==> src/rtl/srctok_pkg.sv <==
`default_nettype none

package srctok_pkg;

  // default sizes of the scanner
  localparam int KEYWORD_MAX_LEN_DEFAULT = 9;
  localparam int LENGTH_MAX_DEFAULT      = 255;

  // keyword table geometry
  localparam int KW_COUNT    = 19;
  localparam int KW_TEXT_LEN = 9;

  // token kinds
  localparam logic [5:0] K_EOI     = 6'd0;
  localparam logic [5:0] K_IDENT   = 6'd1;
  localparam logic [5:0] K_INT     = 6'd2;
  localparam logic [5:0] K_KW0     = 6'd3;
  localparam logic [5:0] K_PLUS    = 6'd22;
  localparam logic [5:0] K_MINUS   = 6'd23;
  localparam logic [5:0] K_STAR    = 6'd24;
  localparam logic [5:0] K_SLASH   = 6'd25;
  localparam logic [5:0] K_LPAREN  = 6'd26;
  localparam logic [5:0] K_RPAREN  = 6'd27;
  localparam logic [5:0] K_COMMA   = 6'd28;
  localparam logic [5:0] K_SEMI    = 6'd29;
  localparam logic [5:0] K_DOT     = 6'd30;
  localparam logic [5:0] K_HASH    = 6'd31;
  localparam logic [5:0] K_COLON   = 6'd32;
  localparam logic [5:0] K_ASSIGN  = 6'd33;
  localparam logic [5:0] K_LESS    = 6'd34;
  localparam logic [5:0] K_LESS_EQ = 6'd35;
  localparam logic [5:0] K_ERROR   = 6'd36;

  localparam logic [23:0] LINE_MAX_COUNT = 24'hFFFFFF;

  typedef struct packed {
    logic [5:0]  kind;
    logic [7:0]  length;
    logic [23:0] line;
    logic        last;
  } token_t;

  // tokens produced by one scan step, first is sent first
  typedef struct packed {
    logic [1:0] count;
    token_t     first;
    token_t     second;
  } scan_out_t;

  // keyword text, left aligned and padded with spaces, first character in the top byte
  localparam logic [8*KW_TEXT_LEN-1:0] KW_TEXT [KW_COUNT] = '{
    "ARRAY    ", "BEGIN    ", "CONST    ", "DO       ", "IF       ",
    "IMPORT   ", "ELSE     ", "ELSIF    ", "END      ", "MOD      ",
    "MODULE   ", "OF       ", "PROCEDURE", "RETURN   ", "THEN     ",
    "TYPE     ", "VAR      ", "WHILE    ", "WITH     "
  };

  localparam logic [3:0] KW_LEN [KW_COUNT] = '{
    4'd5, 4'd5, 4'd5, 4'd2, 4'd2, 4'd6, 4'd4, 4'd5, 4'd3, 4'd3,
    4'd6, 4'd2, 4'd9, 4'd6, 4'd4, 4'd4, 4'd3, 4'd5, 4'd4
  };

  // kind of a one-character operator, error for anything unknown
  function automatic logic [5:0] op_kind(input logic [7:0] c);
    logic [5:0] k;
    case (c)
      "+":     k = K_PLUS;
      "-":     k = K_MINUS;
      "*":     k = K_STAR;
      "/":     k = K_SLASH;
      "(":     k = K_LPAREN;
      ")":     k = K_RPAREN;
      ",":     k = K_COMMA;
      ";":     k = K_SEMI;
      ".":     k = K_DOT;
      "#":     k = K_HASH;
      default: k = K_ERROR;
    endcase
    return k;
  endfunction

endpackage

`default_nettype wire

==> src/rtl/source_tokenizer.sv <==
// source_tokenizer: lexical scanner, one source byte per input beat
// s side: a beat carries one character in s_tdata, or an end-of-input mark
//   when s_tuser is high (s_tdata is then ignored)
// m side: one token per beat: kind, text length and newline count in m_tdata;
//   m_tlast marks the last token caused by one input beat
// an input beat yields zero, one or two tokens: a character that ends a
//   pending word, number or ':' / '<' first flushes that token, then its own
// path: a taken beat waits in the input register until the scan step runs;
//   the scan step writes its tokens into the queue, whose head m offers
// throughput: one input beat per cycle while m_tready stays high; a beat with
//   two tokens is always followed by one with at most one, so the queue holds
//   no more than two and the output keeps up at one token per cycle
// structure: input register, scan step (state register, keyword compare),
//   four-deep token queue; the scan step runs only with room for two tokens
// stall: while m_tready is low the queue fills, then the scan step holds
//   the input register and s_tready drops; nothing is lost or repeated
// reset: rst clears the scanner to idle, zeroes the line count and empties
//   the input register and the queue; no beats are offered after reset
`default_nettype none

module source_tokenizer import srctok_pkg::*; #(
  parameter int KEYWORD_MAX_LEN = KEYWORD_MAX_LEN_DEFAULT,
  parameter int LENGTH_MAX      = LENGTH_MAX_DEFAULT
) (
  input  wire logic        clk,
  input  wire logic        rst,
  input  wire logic        s_tvalid,
  output logic             s_tready,
  input  wire logic [7:0]  s_tdata,   // [7:0] ch
  input  wire logic        s_tuser,   // [0] end_mark
  output logic             m_tvalid,
  input  wire logic        m_tready,
  output logic [39:0]      m_tdata,   // [5:0] tok_kind, [13:6] token_length,
                                      // [37:14] line_count, [39:38] zero
  output logic             m_tlast    // last token of its input beat
);

  // input register
  logic       in_valid;
  logic [7:0] in_ch;
  logic       in_end;

  logic       go;
  logic       room;
  scan_out_t  scan_result;
  token_t     head;

  // a held beat is scanned once the queue can take both of its tokens
  assign go       = in_valid && room;
  assign s_tready = !in_valid || go;

  always_ff @(posedge clk) begin
    if (rst) begin
      in_valid <= 1'b0;
    end else if (s_tready) begin
      in_valid <= s_tvalid;
    end
  end

  always_ff @(posedge clk) begin
    if (s_tready && s_tvalid) begin
      in_ch  <= s_tdata;
      in_end <= s_tuser;
    end
  end

  srctok_scan #(
    .KEYWORD_MAX_LEN (KEYWORD_MAX_LEN),
    .LENGTH_MAX      (LENGTH_MAX)
  ) u_scan (
    .clk      (clk),
    .rst      (rst),
    .go       (go),
    .ch       (in_ch),
    .end_mark (in_end),
    .result   (scan_result)
  );

  srctok_queue u_queue (
    .clk        (clk),
    .rst        (rst),
    .push       (go),
    .wdata      (scan_result),
    .pop        (m_tready),
    .head       (head),
    .head_valid (m_tvalid),
    .room       (room)
  );

  assign m_tdata = {2'b00, head.line, head.length, head.kind};
  assign m_tlast = head.last;

endmodule

`default_nettype wire

==> src/rtl/srctok_scan.sv <==
`default_nettype none

module srctok_scan import srctok_pkg::*; #(
  parameter int KEYWORD_MAX_LEN = KEYWORD_MAX_LEN_DEFAULT,
  parameter int LENGTH_MAX      = LENGTH_MAX_DEFAULT
) (
  input  wire logic       clk,
  input  wire logic       rst,
  input  wire logic       go,
  input  wire logic [7:0] ch,
  input  wire logic       end_mark,
  output scan_out_t       result
);

  localparam int RLW = $clog2(LENGTH_MAX + 1);
  localparam int KIW = $clog2(KEYWORD_MAX_LEN);

  localparam logic [2:0] MODE_IDLE    = 3'd0;
  localparam logic [2:0] MODE_LETTERS = 3'd1;
  localparam logic [2:0] MODE_DIGITS  = 3'd2;
  localparam logic [2:0] MODE_COLON   = 3'd3;
  localparam logic [2:0] MODE_LESS    = 3'd4;

  logic [2:0]     scan_mode, scan_mode_next;
  logic [RLW-1:0] run_length, run_length_next;
  logic [23:0]    line_counter, line_counter_next;
  logic [7:0]     word_buffer [KEYWORD_MAX_LEN];

  logic           buf_we;
  logic [KIW-1:0] buf_idx;

  logic [RLW+7:0] run_ext;
  logic [7:0]     run_len8;
  logic [5:0]     kw_kind;
  logic           ch_alpha, ch_num, is_space;
  logic           flush_en, own_valid;
  logic [5:0]     flush_kind, own_kind;
  logic [7:0]     flush_len, own_len;
  logic [RLW-1:0] run_inc;
  token_t         flush_tok, own_tok;

  assign run_ext  = {8'b0, run_length};
  assign run_len8 = run_ext[7:0];
  assign run_inc  = (int'(run_length) < LENGTH_MAX) ? run_length + RLW'(1) : run_length;

  assign ch_alpha = ch inside {[8'h61:8'h7A], [8'h41:8'h5A]};
  assign ch_num   = ch inside {[8'h30:8'h39]};
  assign is_space = ch inside {8'h20, [8'h09:8'h0D]};

  // parallel compare of the buffered run against every keyword
  always_comb begin
    logic hit;
    kw_kind = K_IDENT;
    for (int i = 0; i < KW_COUNT; i++) begin
      hit = (run_length == RLW'(KW_LEN[i]));
      for (int j = 0; j < KW_TEXT_LEN; j++) begin
        if (j < int'(KW_LEN[i]) && word_buffer[j] != KW_TEXT[i][8*(KW_TEXT_LEN-1-j) +: 8]) begin
          hit = 1'b0;
        end
      end
      if (hit) begin
        kw_kind = K_KW0 + 6'(i);
      end
    end
    if (int'(run_length) > KEYWORD_MAX_LEN) begin
      kw_kind = K_IDENT;
    end
  end

  // token for whatever is pending
  always_comb begin
    case (scan_mode)
      MODE_LETTERS: begin
        flush_kind = kw_kind;
        flush_len  = run_len8;
      end
      MODE_DIGITS: begin
        flush_kind = K_INT;
        flush_len  = run_len8;
      end
      MODE_COLON: begin
        flush_kind = K_COLON;
        flush_len  = 8'd1;
      end
      MODE_LESS: begin
        flush_kind = K_LESS;
        flush_len  = 8'd1;
      end
      default: begin
        flush_kind = K_EOI;
        flush_len  = 8'd0;
      end
    endcase
  end

  always_comb begin
    scan_mode_next    = scan_mode;
    run_length_next   = run_length;
    line_counter_next = line_counter;
    buf_we            = 1'b0;
    buf_idx           = run_length[KIW-1:0];
    flush_en          = 1'b0;
    own_valid         = 1'b0;
    own_kind          = K_EOI;
    own_len           = 8'd0;
    if (end_mark) begin
      flush_en       = (scan_mode != MODE_IDLE);
      own_valid      = 1'b1;
      scan_mode_next = MODE_IDLE;
    end else if ((scan_mode == MODE_LETTERS && ch_alpha) ||
                 (scan_mode == MODE_DIGITS && ch_num)) begin
      buf_we          = (int'(run_length) < KEYWORD_MAX_LEN);
      run_length_next = run_inc;
    end else if ((scan_mode == MODE_COLON || scan_mode == MODE_LESS) && ch == "=") begin
      own_valid      = 1'b1;
      own_kind       = (scan_mode == MODE_COLON) ? K_ASSIGN : K_LESS_EQ;
      own_len        = 8'd2;
      scan_mode_next = MODE_IDLE;
    end else begin
      flush_en       = (scan_mode != MODE_IDLE);
      scan_mode_next = MODE_IDLE;
      if (is_space) begin
        if (ch == 8'h0A && line_counter < LINE_MAX_COUNT) begin
          line_counter_next = line_counter + 24'd1;
        end
      end else if (ch_alpha || ch_num) begin
        buf_we          = 1'b1;
        buf_idx         = '0;
        run_length_next = RLW'(1);
        scan_mode_next  = ch_alpha ? MODE_LETTERS : MODE_DIGITS;
      end else if (ch == ":") begin
        scan_mode_next = MODE_COLON;
      end else if (ch == "<") begin
        scan_mode_next = MODE_LESS;
      end else begin
        own_valid = 1'b1;
        own_kind  = op_kind(ch);
        own_len   = 8'd1;
      end
    end
  end

  always_comb begin
    flush_tok.kind   = flush_kind;
    flush_tok.length = flush_len;
    flush_tok.line   = line_counter;
    flush_tok.last   = !own_valid;
    own_tok.kind     = own_kind;
    own_tok.length   = own_len;
    own_tok.line     = line_counter;
    own_tok.last     = 1'b1;
    result.count     = {1'b0, flush_en} + {1'b0, own_valid};
    result.first     = flush_en ? flush_tok : own_tok;
    result.second    = own_tok;
  end

  always_ff @(posedge clk) begin
    if (rst) begin
      scan_mode    <= MODE_IDLE;
      run_length   <= '0;
      line_counter <= '0;
    end else if (go) begin
      scan_mode    <= scan_mode_next;
      run_length   <= run_length_next;
      line_counter <= line_counter_next;
    end
  end

  always_ff @(posedge clk) begin
    if (go && buf_we) begin
      word_buffer[buf_idx] <= ch;
    end
  end

endmodule

`default_nettype wire

==> src/rtl/srctok_queue.sv <==
`default_nettype none

module srctok_queue import srctok_pkg::*; (
  input  wire logic      clk,
  input  wire logic      rst,
  input  wire logic      push,
  input  wire scan_out_t wdata,
  input  wire logic      pop,
  output token_t         head,
  output logic           head_valid,
  output logic           room
);

  localparam int DEPTH = 4;
  localparam int PW    = $clog2(DEPTH);

  token_t          mem [DEPTH];
  logic [PW-1:0]   wr_ptr, rd_ptr;
  logic [PW:0]     count;
  logic [1:0]      n_push;
  logic            do_pop;

  assign n_push     = push ? wdata.count : 2'd0;
  assign do_pop     = pop && head_valid;
  assign head       = mem[rd_ptr];
  assign head_valid = (count != '0);
  // room for a full step of two tokens
  assign room       = (count <= (PW+1)'(DEPTH - 2));

  always_ff @(posedge clk) begin
    if (rst) begin
      wr_ptr <= '0;
      rd_ptr <= '0;
      count  <= '0;
    end else begin
      wr_ptr <= wr_ptr + PW'(n_push);
      if (do_pop) begin
        rd_ptr <= rd_ptr + PW'(1);
      end
      count <= count + (PW+1)'(n_push) - (PW+1)'(do_pop);
    end
  end

  always_ff @(posedge clk) begin
    if (n_push != 2'd0) begin
      mem[wr_ptr] <= wdata.first;
    end
    if (n_push == 2'd2) begin
      mem[wr_ptr + PW'(1)] <= wdata.second;
    end
  end

endmodule

`default_nettype wire

==> config.mk <==
export PLATFORM = sky130hd
export DESIGN_NAME = source_tokenizer
export DESIGN_NICKNAME = d
export VERILOG_FILES = /design/src/rtl/srctok_pkg.sv /design/src/rtl/source_tokenizer.sv /design/src/rtl/srctok_scan.sv /design/src/rtl/srctok_queue.sv
export SDC_FILE = /design/constraint.sdc
export NUM_CORES = 1
export LEC_CHECK = 0
export ABC_AREA = 1
export BUFFER_PORTS_ARGS = -buffer_cell sky130_fd_sc_hd__clkbuf_2
export CAP_MARGIN = 0
export CORE_MARGIN = 2
export CORE_UTILIZATION = 30
export CTS_CLUSTER_SIZE = 16
export DETAILED_ROUTE_END_ITERATION = 16
export PLACE_DENSITY_LB_ADDON = 0.08
export SLEW_MARGIN = 5
export SYNTH_ARGS = -nofsm -noshare
export SYNTH_HDL_FRONTEND = slang
export SYNTH_SLANG_ARGS = --single-unit
==> constraint.sdc <==
create_clock -name clk -period 6.12 [get_ports clk]
set_clock_uncertainty 0.15 [all_clocks]
set_input_delay 0.306 -clock clk [delete_from_list [all_inputs] [get_ports clk]]
set_output_delay 0.306 -clock clk [all_outputs]
set_load 0.02 [all_outputs]
==> impl_metrics.json, run 1 <==
{
  "routed_wl_um": 43720,
  "cts_sinks": 282,
  "clk_pin_slew_worst_paths_ns": 0.06,
  "grt_max_degree": 47,
  "dpl_worst_slack_ns": 1.489,
  "layout_common_cells": "345 x nor2_1, 282 x nand2_1, 209 x edfxtp_1",
  "gr-total-overflow": 0,
  "slew_viol_final": 0,
  "min_path_type": "in2reg",
  "grt.total_usage_pct": 18.63,
  "vias": 11150,
  "synthCells": 1606,
  "clock_latency_ns": 0.56,
  "total_leakage_power_nw": 5.700,
  "syn2layout_area_growth_pct": 15.03,
  "synth_area_leader_cell": "edfxtp_1",
  "nets": 1694,
  "postCtsSetupBuffers": 0,
  "dr.pass1.iters": 5,
  "crit_fanout": 31,
  "core-area_sq_um": 45480,
  "worst_setup_path_end_kind": "register",
  "ant_nets": 0,
  "final_common_cell": "nor2_1",
  "synthSimpleGateAreaFrac_pct": 25.74,
  "die_area_sq_um": 47870,
  "slew_headroom_pct": 39.22,
  "power.total_mw": 5.199,
  "syn_avg_cell_area_sq_um": 8.619,
  "die_h_um": 218.8,
  "synth.area.top_cells": "edfxtp_1 45%, dfxtp_1 11%, nor2_1 9.4%",
  "tns_ns": 0,
  "hold_viol": 0,
  "cp_cell_sequence": "nor2_1, nand2_2, nor2_2, nor3_4, nand2_1, nand2_4, inv_2, nand2_2, nand2_4, nand2_8, inv_4, ha_1, inv_1, nor2_2, nor2_2, nor2_4, inv_1, nand2_2, buf_4, inv_2, a211oi_1",
  "cts_tree": "built",
  "arrival_ns": 4.78,
  "peakVddDrop_mv": 0.1987,
  "netlist_area_sq_um": 13840,
  "drc": 0,
  "synth_adder_area_share_pct": 1.139,
  "period_minus_slack_ns": 4.559,
  "yosysTopAreaCellShare_pct": 45.34,
  "async_flop_share_pct": 0,
  "cp-start-kind": "register",
  "period_share_pct": 74.49,
  "synth_xor_area_share_pct": 0.9491,
  "yosysSeqAreaShare_pct": 55.90,
  "worstPathRequired_ns": 6.34,
  "routabilityCongestion": 0.9323,
  "dp_hpwl_um": 31100,
  "maxCapViolCount": 0,
  "synth_edf_count": 209,
  "synth_mux_area_share_pct": 0,
  "status": "finished, final reports clean",
  "drt-initial-drc-count": 814,
  "cts-root-buf": "clkbuf_16",
  "slowest_stage": "edfxtp_1",
  "start_util_pct": 30.44,
  "drive_gt1_share_pct": 10.68,
  "wl_per_cell_um": 19.05,
  "antenna_found_initial": 0,
  "cts_buffers": 35,
  "synth_seq_cells": 282,
  "cp_slowest_stage_delay_ns": 0.67,
  "holdPathStages": 4,
  "grt_pass1_vias": 10870,
  "rsz0062_at_grt": "false",
  "grt_pass1_wl_um": 67120,
  "diodes": 0,
  "finalSetupViolCount": 0,
  "synth_top_family_by_area": "simple AND/OR/NAND/NOR gates",
  "synth_cell_types": 49,
  "synth-compound-area-share_pct": 9.672,
  "power_density_nw_per_um2": 326.5,
  "worstSetupPathType": "reg2reg",
  "htreeDepth": 2,
  "fin_ws_ns": 1.561,
  "num_rows": 78,
  "ff2ff_path_depth": 21,
  "cts_buffer_depth": 3,
  "io_pins": 56,
  "io_buffer_count": 53,
  "max_freq_ghz": 0.2194,
  "synthFlopType": "edfxtp_1",
  "via_per_inst": 4.860,
  "worst_pin_slew_ns": 0.9084,
  "synth_warnings": 0,
  "fp.dieW_um": 218.8
}
## area by class of cell
class                   instances  area, sq um
clock buffers                  46        937.1
clock inverters                17        148.9
fillers                      4779        29560
inverters                     181        681.9
multi-input cells            1096         5225
flip-flops and latches        282         7739
well taps                     600        750.7
repair buffers                 73        440.4
## per-layer routing
metal / vias to the layer above / global-route usage (%) / part of all wire (%)
met1: 5350 / 26.47 / 48
met4: 0 / 5.068 / 2.0
met3: 55 / 2.550 / 4.2
met2: 230 / 29.75 / 46
met5: - / 0 / 0
li1: 5519 / - / -
## cells by family (layout without fill, tap and decap cells)
group,after synthesis,count (layout)
AOI/OAI and AO/OA,243,243
DFF,282,282
adders and majority gates,12,12
other,1,2
xor gates and xnor gates,15,15
and+or+nand+nor,824,824
buffers and inverters,229,317
## Yosys cell counts (2+ instances only)
master      n
buf_2      11
edfxtp_1  209
nand3_1    62
buf_1       6
nor3_2      2
a31oi_1     4
nand3_2     7
nand3b_1    2
buf_4       6
nand2_1   286
ha_1       11
inv_2      15
nor2_2     11
nor3_1     43
o22ai_1    47
dfxtp_1    73
clkbuf_1   24
nor2_4      4
o21ai_0   112
or2_2       2
o21ai_1    24
xor2_1     14
nor3b_2     4
a21oi_1    40
nand2_2     5
nand2_4     2
nor4_1     13
inv_1     165
nor2_1    345
nand4_1    32
a211oi_1    7
## state kept, by name, summed over array words and instances, names as in the netlist, named ones only
name,count
u_scan.run_len8,8
u_scan.scan_mode,3
u_queue.count,3
u_scan.line_counter,24
u_queue.rd_ptr,2
in_ch,8
in_end,1
u_scan.word_buffer,72
u_queue.mem,156
in_valid,1
u_queue.wr_ptr,2
## where the power goes
part / switching (mW) / internal [mW] / leakage, nW / total (mW)
clock: 0.825 / 1.13 / 0.535 / 1.96
sequential: 0.0541 / 2.17 / 2.48 / 2.22
combinational: 0.750 / 0.270 / 2.68 / 1.02
## path summary, 6_finish.rpt
check | startpoint | to | slack, ns
setup / recovery | in_ch[3] | u_queue.mem[3][26] | 1.56
hold / removal | m_tready | u_queue.rd_ptr[0] | 0.04
setup reg to reg | in_ch[3] | u_queue.mem[3][26] | 1.56
hold reg to reg | u_queue.rd_ptr[1] | register | 0.30
## through the flow
stage / cell area, sq um / utilization [%] / hold slack (ns) / cells
after global placement: 14740 / 32.40 / 0.2885 / 2222
after global routing: 15920 / 35.01 / 0.06680 / 2295
after detailed placement: 14740 / 32.40 / 0.2920 / 2222
final: 15920 / 35.01 / 0.03958 / 2295
after CTS: 15920 / 35.01 / 0.02487 / 2295
after floorplan: 13850 / - / 0.2549 / 1607
## timing repair
action | in CTS | in global routing
hold buffers | 10 | 0
endpoints found under the hold margin | 10 | 0
setup endpoints to repair | 0 | 0
gates resized for setup | 0 | 0
## worst max-delay path, delay by kind of cell (launching register included)
| family | cells | cell delay [ns] |
|---|---|---|
| buf+inv | 6 | 1.15 |
| flops | 1 | 0.67 |
| fa+ha+maj | 1 | 0.34 |
| compound gates | 1 | 0.33 |
| simple gates | 13 | 1.70 |
No activity file was read; power rests on OpenSTA's default activity.
==> inputs of run 2 (changes only) <==
- clock period: 6.12 -> 3.65 ns (I/O delays scaled with it)
==> run 2 against run 1 <==
Net effect:
- flip-flop and latch count unchanged
- cell count increased by 1.6%
- sequential share of layout area decreased by 1.3 points
- setup slack got worse by 1.3 ns
- global-route usage decreased by 0.66 points
- die area unchanged
- routed wire length decreased by 2.7%
- clock-buffer cell count decreased by 3
- largest cell class unchanged
- largest power group unchanged
==> impl_metrics.json, run 2 (same netlist as run 1, synthesis figures left out) <==
{
  "syn2layout_area_growth_pct": 18.08,
  "clock_latency_ns": 0.55,
  "gr-total-overflow": 0,
  "power_density_nw_per_um2": 550.2,
  "post_layout_nonfiller_instances": 2331,
  "period_share_pct": 93.33,
  "drive_gt1_share_pct": 12.36,
  "drc": 0,
  "io_buffer_count": 53,
  "r2r_end": "u_queue.mem[0][37]",
  "grt_pass1_vias": 10870,
  "tns_ns": 0,
  "slew_headroom_pct": 43.50,
  "io_pins": 56,
  "top_layer_used": "met4",
  "routed_wl_um": 42520,
  "cts_tree": "built",
  "worst_pin_slew_ns": 0.8475,
  "grt_pass1_wl_um": 65370,
  "clk_pin_slew_worst_paths_ns": 0.06,
  "dr.pass1.iters": 5,
  "rsz0062_at_grt": "false",
  "final_common_cell": "nor2_1",
  "core-area_sq_um": 45480,
  "reg.largest.list": "u_queue.mem: 156 flops, u_scan.word_buffer: 72 flops, u_scan.line_counter: 24 flops",
  "cts_buffers": 36,
  "die_h_um": 218.8,
  "peakVddDrop_mv": 0.3158,
  "hold_viol": 0,
  "layout_common_cells": "344 x nor2_1, 282 x nand2_1, 209 x edfxtp_1",
  "worst_setup_path_end_kind": "register",
  "total_leakage_power_nw": 5.934,
  "start_util_pct": 30.44,
  "antenna_found_initial": 0,
  "cp_top_family": "simple AND/OR/NAND/NOR gates",
  "via_per_inst": 4.821,
  "dpl.cell_count": 2251,
  "cts_buffer_depth": 3,
  "p_sw_mw": 2.793,
  "p_int_mw": 6.199,
  "slew_viol_final": 0,
  "htreeDepth": 2,
  "top_register": "u_queue.mem",
  "routabilityCongestion": 0.9033,
  "drt-initial-drc-count": 869,
  "min_from": "rst",
  "wl_per_cell_um": 18.24,
  "fp.dieW_um": 218.8,
  "dr_wl_met3_um": 1941,
  "crit_fanout": 9,
  "vias": 11240,
  "r2r_slack_ns": 0.24,
  "seq_power_share_pct": 41.4,
  "die_area_sq_um": 47870,
  "holdPathStages": 2,
  "cp_cell_sequence": "buf_4, nand2_1, a21oi_2, nor3_4, nand2_1, nand2_4, inv_2, nand2_2, nand2_4, nand2_8, inv_4, ha_1, inv_1, nor2_4, nor2_2, inv_1, nand2_2, buf_4, inv_1, nand2_1, o21ai_0",
  "finalSetupViolCount": 0,
  "maxCapViolCount": 0,
  "whs_ns": 0.1331,
  "cp-start-kind": "register",
  "nets": 1731,
  "dp_hpwl_um": 30410,
  "wl_met2_um": 18450,
  "worstSetupPathType": "reg2reg",
  "arrival_ns": 3.54,
  "status": "finished, final reports clean",
  "slowest_stage": "edfxtp_1",
  "cp_num_buf_inv": 7,
  "largest_reg_flops": 156,
  "diodes": 0,
  "combPwrFrac_pct": 20.0,
  "grt.total_usage_pct": 17.98,
  "period_minus_slack_ns": 3.406,
  "worstPathRequired_ns": 3.79,
  "min_to": "u_queue.count[1]",
  "fillers": 4798,
  "min_path_type": "in2reg",
  "cts-root-buf": "clkbuf_16",
  "ff2ff_path_depth": 21,
  "cp_slowest_stage_delay_ns": 0.46,
  "max_freq_ghz": 0.2936,
  "r2r_start": "in_ch[3]",
  "switching_share_pct": 31.06,
  "grt_max_degree": 79,
  "p_clk_share_pct": 38.6,
  "cts_sinks": 282,
  "ant_nets": 0,
  "num_rows": 78,
  "wl_met1_um": 21480
}
-- run 2: final cells by class --
| type | instances | area, sq um | area share, % |
|---|---|---|---|
| Clock inverter | 20 | 193.9 | 1.187 |
| Inverter | 181 | 686.9 | 4.203 |
| Multi-Input combinational cell | 1096 | 5236 | 32.04 |
| Clock buffer | 43 | 937.1 | 5.734 |
| Tap cell | 600 | 750.7 | 4.593 |
| Timing Repair Buffer | 109 | 800.8 | 4.899 |
| Sequential cell | 282 | 7739 | 47.35 |
-- run 2: timing repair --
| item | 4_1_cts | 5_1_grt |
|---|---|---|
| setup endpoints to repair | 0 | 157 |
| setup buffers | 0 | 6 |
| resized for setup | 0 | 18 |
| hold endpoints to repair | 23 | 0 |
| hold buffers | 11 | 0 |
-- run 2: power groups by stage --
stage / clock network, mW / logic (mW) / registers (mW)
after floorplan: 0 / 1.15 / 3.76
after global placement: 0 / 1.81 / 3.80
after detailed placement: 0 / 1.81 / 3.80
after CTS: 3.57 / 1.82 / 3.73
after global routing: 3.70 / 1.97 / 3.74
final: 3.47 / 1.80 / 3.73
-- run 2: worst max path at each step --
stage / to / cells past startpoint / slack (ns) / from
floorplan: u_queue.mem[0][4] / 21 / 0.03 / in_ch[6]
global placement: u_queue.mem[2][17] / 18 / 0.16 / in_ch[6]
detailed placement: u_queue.mem[1][11] / 18 / 0.12 / in_ch[6]
CTS: u_queue.mem[2][35] / 18 / 0.1 / in_ch[6]
global route: u_queue.mem[0][37] / 21 / 0.004 / in_ch[3]
finish: u_queue.mem[0][37] / 21 / 0.24 / in_ch[3]
-- run 2: per-stage QoR --
step | power, mW | instance area, sq um | setup slack [ns] | utilization (%)
global route | 9.417 | 16340 | 0.004113 | 35.94
global placement | 5.605 | 15010 | 0.1626 | 33.00
CTS | 9.118 | 16250 | 0.09577 | 35.73
detailed placement | 5.601 | 15010 | 0.1249 | 33.00
finish | 8.992 | 16340 | 0.2436 | 35.94
floorplan | 4.906 | 13860 | 0.02987 | -
-- run 2: routing by layer --
metal | GRT usage [%] | up-vias
met1 | 26.52 | 5384
met4 | 4.009 | 0
met2 | 27.43 | 213
met3 | 3.119 | 50
met5 | 0 | -
li1 | - | 5591
